**config.mk**
```make
export PLATFORM = sky130hd
export DESIGN_NAME = kqt_cell
export DESIGN_NICKNAME = d
export VERILOG_FILES = /design/src/hw/rtl/keyed_quantity_table_unit_macros.svh /design/src/hw/rtl/kqt_pkg.sv /design/src/hw/rtl/kqt_cell.sv
export SDC_FILE = /design/constraint.sdc
export NUM_CORES = 1
export LEC_CHECK = 0
export BUFFER_PORTS_ARGS = -buffer_cell sky130_fd_sc_hd__buf_2
export CAP_MARGIN = 5
export CORE_MARGIN = 8
export CORE_UTILIZATION = 43
export DETAILED_ROUTE_END_ITERATION = 7
export GPL_TIMING_DRIVEN = 0
export PLACE_DENSITY_LB_ADDON = 0.25
export SLEW_MARGIN = 20
export SYNTH_ARGS = -nofsm -noshare
export SYNTH_HDL_FRONTEND = slang
export SYNTH_SLANG_ARGS = --single-unit
```
**constraint.sdc**
```tcl
create_clock -name clk_i -period 2.8 [get_ports clk_i]
set_input_delay 0.28 -clock clk_i [delete_from_list [all_inputs] [get_ports clk_i]]
set_output_delay 0.28 -clock clk_i [all_outputs]
set_load 0.01 [all_outputs]
```
**src/hw/rtl/keyed_quantity_table_unit_macros.svh**
```systemverilog
// ----------------------------------------------------------------------------
// keyed quantity table assertion macros
// shared concurrent assertion forms, clocked on clk_i and gated by rst_ni
// ----------------------------------------------------------------------------
`ifndef KEYED_QUANTITY_TABLE_UNIT_MACROS_SVH
`define KEYED_QUANTITY_TABLE_UNIT_MACROS_SVH

// same-cycle implication
`define KQT_ASSERT_IMPL(label, pre, post) \
  label: assert property (@(posedge clk_i) disable iff (!rst_ni) \
    (pre) |-> (post)) else $error("kqt assertion failed");

// next-cycle implication
`define KQT_ASSERT_NEXT(label, pre, post) \
  label: assert property (@(posedge clk_i) disable iff (!rst_ni) \
    (pre) |=> (post)) else $error("kqt assertion failed");

`endif

```
**src/hw/rtl/kqt_pkg.sv**
```systemverilog
// ----------------------------------------------------------------------------
// kqt_pkg
// types and codes shared by the keyed quantity table unit
// ----------------------------------------------------------------------------
package kqt_pkg;

  localparam int unsigned KeyW = 32;
  localparam int unsigned QtyW = 31;
  localparam int unsigned AmtW = 32;

  // request kinds, the fourth code is unused
  localparam logic [1:0] OP_ADD    = 2'd0;
  localparam logic [1:0] OP_REMOVE = 2'd1;
  localparam logic [1:0] OP_QUERY  = 2'd2;

  typedef enum logic [2:0] {
    ST_OK       = 3'd0,
    ST_BAD      = 3'd1,
    ST_NOTFOUND = 3'd2,
    ST_SHORT    = 3'd3,
    ST_FULL     = 3'd4,
    ST_OVERFLOW = 3'd5
  } kqt_status_e;

  typedef enum logic [1:0] {
    S_IDLE,
    S_CMP,
    S_SWEEP,
    S_DECIDE
  } kqt_state_e;

  // broadcast from the controller to every cell
  typedef struct packed {
    logic            cmp;       // latch key match
    logic            sweep;     // advance the hit/quantity chain
    logic            wr_match;  // write qty into the matching cell
    logic            append;    // write key/qty into the first free cell
    logic            shift;     // matching and later cells take from the right
    logic [KeyW-1:0] key;
    logic [QtyW-1:0] qty;
  } kqt_bcast_t;

  // accumulated hit and quantity handed from cell to cell
  typedef struct packed {
    logic            hit;
    logic [QtyW-1:0] qty;
  } kqt_acc_t;

endpackage

```
**src/hw/rtl/kqt_cell.sv**
```systemverilog
// ----------------------------------------------------------------------------
// kqt_cell
// one table slot: holds a key and quantity, matches, accumulates, shifts
// ----------------------------------------------------------------------------
module kqt_cell
  import kqt_pkg::*;
#(
  parameter int unsigned Idx  = 0,
  parameter int unsigned CntW = 7
) (
  input  logic            clk_i,
  input  logic            rst_ni,
  input  kqt_bcast_t      bcast_i,
  input  logic [CntW-1:0] cnt_i,
  input  logic [KeyW-1:0] nb_key_i,
  input  logic [QtyW-1:0] nb_qty_i,
  input  kqt_acc_t        acc_i,
  output kqt_acc_t        acc_o,
  output logic [KeyW-1:0] key_o,
  output logic [QtyW-1:0] qty_o
);

  logic [KeyW-1:0] key_q;
  logic [QtyW-1:0] qty_q;
  logic            match_q;
  kqt_acc_t        acc_q;
  logic            occupied;
  logic            is_free_slot;

  assign occupied     = CntW'(Idx) < cnt_i;
  assign is_free_slot = CntW'(Idx) == cnt_i;

  always_ff @(posedge clk_i or negedge rst_ni) begin
    if (!rst_ni) begin
      match_q <= 1'b0;
      acc_q   <= '0;
    end else begin
      if (bcast_i.cmp) begin
        match_q <= occupied && (key_q == bcast_i.key);
      end
      if (bcast_i.sweep) begin
        acc_q.hit <= acc_i.hit | match_q;
        acc_q.qty <= acc_i.qty | (match_q ? qty_q : '0);
      end
    end
  end

  // acc_q.hit marks this cell as at or after the matching one
  always_ff @(posedge clk_i) begin
    if (bcast_i.shift && acc_q.hit) begin
      key_q <= nb_key_i;
      qty_q <= nb_qty_i;
    end else if (bcast_i.append && is_free_slot) begin
      key_q <= bcast_i.key;
      qty_q <= bcast_i.qty;
    end else if (bcast_i.wr_match && match_q) begin
      qty_q <= bcast_i.qty;
    end
  end

  assign acc_o = acc_q;
  assign key_o = key_q;
  assign qty_o = qty_q;

endmodule

```
; ---- Yosys cells after proc, flatten, opt, wreduce, memory -nomap -nowiden
; Cells that the tools add are included.
[classes]
bitwise_logic = 2
muxes = 6
reduce_logical = 7
order_cmp = 1
eq_ne = 1
[op_table]
columns = op, n
row1 = two-way mux 31 bit, 4
row2 = two-way mux 32 bit, 2
row3 = equality test 32 bit, 1
row4 = bitwise OR 31 bit, 1
row5 = zero test 7 bit, 1
row6 = "< comparator 1 x 7 -> 1 bit, first input constant", 1
row7 = logical AND 1 bit, 4
row8 = nonzero test 3 bit, 1
row9 = nonzero test 2 bit, 1
row10 = bitwise OR 1 bit, 1
[word_totals]
ff_bits = 96
out_inout_bits = 95
elab_cells = 22

; ---- Logic depth before layout (Yosys ltp)
[depth]
ltp_word = 4
ltp_mapped = 4
mapped_depth_nobuf = 4

; ---- Worst setup path before layout
; No wires, ideal clock.
[synth_timing]
kind = input-to-reg
startpoint = input cnt_i[2]
endpoint = register qty_q[0] (netlist: qty_o[0]) (enable)
slack_ns = 0.576
cell_stages = 4
t_required_ns = 2.407
setup_ns = 0.393
arrival_time_ns = 1.831
cell_sequence = or4_4 -> nor4_4 -> nand2_1 -> nand3_1
[synth_via]
elab_chain_len = 3
[synth_rtl]
columns = element, line
row1 = from (decl), kqt_cell.sv:14  ; input logic [CntW-1:0] cnt_i,
row2 = zero test 7 bit, kqt_cell.sv:31  ; assign is_free_slot = CntW'(Idx) == cnt_i;
row3 = logical AND 1 bit, kqt_cell.sv:53  ; end else if (bcast_i.append && is_free_slot) begin
row4 = nonzero test 3 bit (no line), n/a
row5 = to (signal assigned), kqt_cell.sv:52  ; qty_q <= nb_qty_i;
row6 = to (signal assigned), kqt_cell.sv:55  ; qty_q <= bcast_i.qty;
row7 = to (signal assigned), kqt_cell.sv:57  ; qty_q <= bcast_i.qty;
row8 = to (decl), kqt_cell.sv:24  ; logic [QtyW-1:0] qty_q;
; No other way between the ends.
; A chain may end at the register's enable or synchronous reset.

; ---- Final worst setup path
[layout_timing]
startpoint = register acc_q (netlist bit acc_o[31])
endpoint = register key_q[30] (netlist: key_o[30]) (enable)
[layout_via]
elab_chain_len = 2
[layout_rtl]
columns = element, line
row1 = from (decl), kqt_cell.sv:26  ; kqt_acc_t acc_q;
row2 = logical AND 1 bit, kqt_cell.sv:50  ; if (bcast_i.shift && acc_q.hit) begin
row3 = nonzero test 2 bit (no line), n/a
row4 = to (signal assigned), kqt_cell.sv:51  ; key_q <= nb_key_i;
row5 = to (signal assigned), kqt_cell.sv:54  ; key_q <= bcast_i.key;
row6 = to (decl), kqt_cell.sv:23  ; logic [KeyW-1:0] key_q;
; No other way between the ends.

==> impl_metrics.env <==
export IMPL_syn_cell_area_um2=4360
export IMPL_drc=0
export IMPL_place_ws_ns=0.414
export IMPL_cts_buffers=9
export IMPL_power_leakage_nw=2.73
export IMPL_netlist_instances=325
export IMPL_clk_path_buf_depth=2
export IMPL_core_area_um2=9820
export IMPL_grt_usage_pct=20.4
export IMPL_root_buffer="clkbuf_8"
export IMPL_drtIter0Drc=161
export IMPL_comb_power_share_pct=18.5
export IMPL_die_area_um2=13600
export IMPL_cts_sinks=96
export IMPL_start_util_pct=44.4
export IMPL_clk_pin_slew_ns=0.10
export IMPL_clk_latency_ns=0.35
export IMPL_hold_viol_final=0
export IMPL_pwr_share_seq_pct=53.7
export IMPL_power_density_nw_per_um2=521
export IMPL_yosysUniqueCellTypes=21
export IMPL_synth_top_area_share_pct=43.4
export IMPL_fmax_mhz=472
export IMPL_fin_total_pwr_mw=3.17
export IMPL_cts_htree_levels=3
export IMPL_post_cts_buffers=0
export IMPL_peakVddDrop_v=0.000295
export IMPL_portBuffers=265
export IMPL_grt_max_degree=34
export IMPL_grt_pass1_vias=4091
export IMPL_cts_tree="done"
export IMPL_path_class="reg2reg"
export IMPL_tightestPinTransition_ns=0.778
export IMPL_synth_async_reset_ratio_pct=34.4
export IMPL_final_setup_tns_ns=0
export IMPL_routed_via_count=3626
export IMPL_synth_commonest_cells="a21oi_1 (63), edfxtp_1 (63), mux2_2 (63), dfrtp_1 (33), nor2_1 (33)"
export IMPL_holdWs_ns=0.188
export IMPL_rsz0062_at_grt="no"
export IMPL_avgSynthCellArea_um2=13.4
export IMPL_drive_above_1_share_pct=58.9
export IMPL_avgRoutedWirePerCell_um=19.1
export IMPL_dp_hpwl_mm=11.5
export IMPL_layout_cells_non_filler=742
export IMPL_place_gp_congestion=0.819
export IMPL_p_sw_share_pct=26.6
export IMPL_synth_area_top_cells="edfxtp_1 (43%), dfrtp_1 (19%), mux2_2 (16%)"
export IMPL_worstPathCellList="nand2_1 -> buf_2 -> buf_2 -> nand2_2"
export IMPL_setup_violations_final=0
export IMPL_post_route_util_pct=62.0
export IMPL_area_delta_synth_final_pct=39.5
export IMPL_fin_area_um2=6090
export IMPL_die_h_um=117
export IMPL_ant_nets=0
export IMPL_synth_edf_count=63
export IMPL_crit_required_ns=2.73
export IMPL_clockPowerShare_pct=27.8
export IMPL_critPathMaxStageDelay_ns=0.52
export IMPL_ys_flop_type="edfxtp_1"
export IMPL_crit_path_frequent_cell="buf_2"
export IMPL_worst_slack_ns=0.682
export IMPL_path_max_fanout=32
export IMPL_final_nets=775
export IMPL_die_width_um=117
export IMPL_synth_seq_cells=96
export IMPL_antenna_found_initial=0
export IMPL_place_area_um2=5880
export IMPL_status="finished, final reports clean"
export IMPL_drt_pre_antenna_iters=4
export IMPL_hold_path_class="in2reg"
export IMPL_slew_headroom_pct=48.0
export IMPL_final_max_slew_viol_count=0
export IMPL_grt_ovfl_total=0
export IMPL_yosysTopAreaCell="edfxtp_1"
export IMPL_grt_pass1_wl_mm=21.0
export IMPL_yosys_warnings=0
export IMPL_worstSetupEndpointType="flop"
export IMPL_rows=36
export IMPL_synth_nets=497
export IMPL_routed_via_density=4.89
export IMPL_crit_arrival_ns=2.05
export IMPL_io_pins=267
export IMPL_internal_power_mw=2.33
export IMPL_layout_min_cycle_time_ns=2.12
export IMPL_netSwitchingPower_mw=0.843
export IMPL_placed_cells_incl_taps=724
export IMPL_seq_area_frac_synth_pct=62.3
export IMPL_crit_slowest_cell="nand2_2"
export IMPL_post_route_period_util_pct=75.6
export IMPL_crit_path_start_kind="flop"
export IMPL_routed_wirelength_mm=14.2
export IMPL_cap_violations=0
export IMPL_finClkSkew_ns=0.00902
## metal layers
layer  vias up  GRT usage [%]  part of all wire, %
met4         0           7.76                  1.5
met1      1687           20.9                   35
met5         -              0                    0
met3        16           7.81                   12
li1       1743              -                    -
met2       180           36.7                   51
## kinds of logic after synthesis
kind of cell | Yosys count | share of synthesized area (%)
compound gates | 64 | 7.40
xor+xnor | 32 | 6.42
buf+inv | 18 | 1.86
flops | 96 | 62.3
mux | 63 | 16.3
simple gates | 52 | 5.76
## path summary, 6_finish.rpt
kind / slack (ns) / depth (start not counted) / from / endpoint
worst max-delay path: 0.68 / 4 / acc_o[31]$_DFFE_PN0P_ / key_o[30]$_DFFE_PP_
worst min-delay path: 0.19 / 3 / bcast_i[67] / match_q$_DFFE_PN0P_
worst max register to register: 0.68 / 4 / acc_o[31]$_DFFE_PN0P_ / key_o[30]$_DFFE_PP_
worst min register to register: 0.52 / 2 / acc_o[22]$_DFFE_PN0P_ / acc_o[22]$_DFFE_PN0P_
max in group asynchronous: 1.77 / 2 / rst_ni / acc_o[6]$_DFFE_PN0P_
min in group asynchronous: 0.54 / 2 / rst_ni / acc_o[14]$_DFFE_PN0P_
## cell usage in the layout, fill, tap and decap left out
cell,instances
buf_2,273
mux2_2,63
a21oi_1,63
edfxtp_1,63
nor2_1,33
dfrtp_1,33
xor2_1,31
clkbuf_8,12
nor4_1,7
clkbuf_1,5
buf_1,4
nand2_1,3
clkinvlp_4,2
diode_2,1
or4_4,1
nor4_4,1
nand2_2,1
buf_4,1
nand3_2,1
xnor2_1,1
nand4b_1,1
nand4_1,1
nor3_1,1
nand3_1,1
nand2b_1,1
o31ai_1,1
inv_4,1
clkinv_2,1
dlygate4sd3_1,1
buf_12,1
## sequential cells by signal, summed over array words and instances, names as in the netlist
register,count
key_o,32
acc_o,32
qty_o,31
match_q,1
## worst max-delay path: cells and delay by family (launching register included)
family | cells | cell delay (ns)
flops | 1 | 0.43
buf+inv | 2 | 0.65
simple gates | 2 | 0.61
## power by group through the flow
| stage | clock network (mW) | logic (mW) | registers, mW |
|---|---|---|---|
| finish | 0.883 | 0.587 | 1.70 |
| global route | 0.953 | 0.643 | 1.72 |
| CTS | 0.903 | 0.598 | 1.70 |
| detailed placement | 0 | 0.596 | 1.73 |
| global placement | 0 | 0.575 | 1.73 |
| floorplan | 0 | 0.224 | 1.78 |
## layout make-up
class	count	area, um^2
fillers	838	3730
flip-flops and latches	96	2720
multi-input cells	211	1570
repair buffers	267	1360
well taps	133	166
clock buffers	12	165
plain buffers	18	81.3
clock inverters	4	26.3
diodes	1	2.50
## repair_timing
| item | 4_1_cts | 5_1_grt |
|---|---|---|
| hold buffers | 1 | 0 |
| gates resized for setup | 0 | 0 |
| hold endpoints to repair | 13 | 0 |
(Power assumes the default switching activity.)
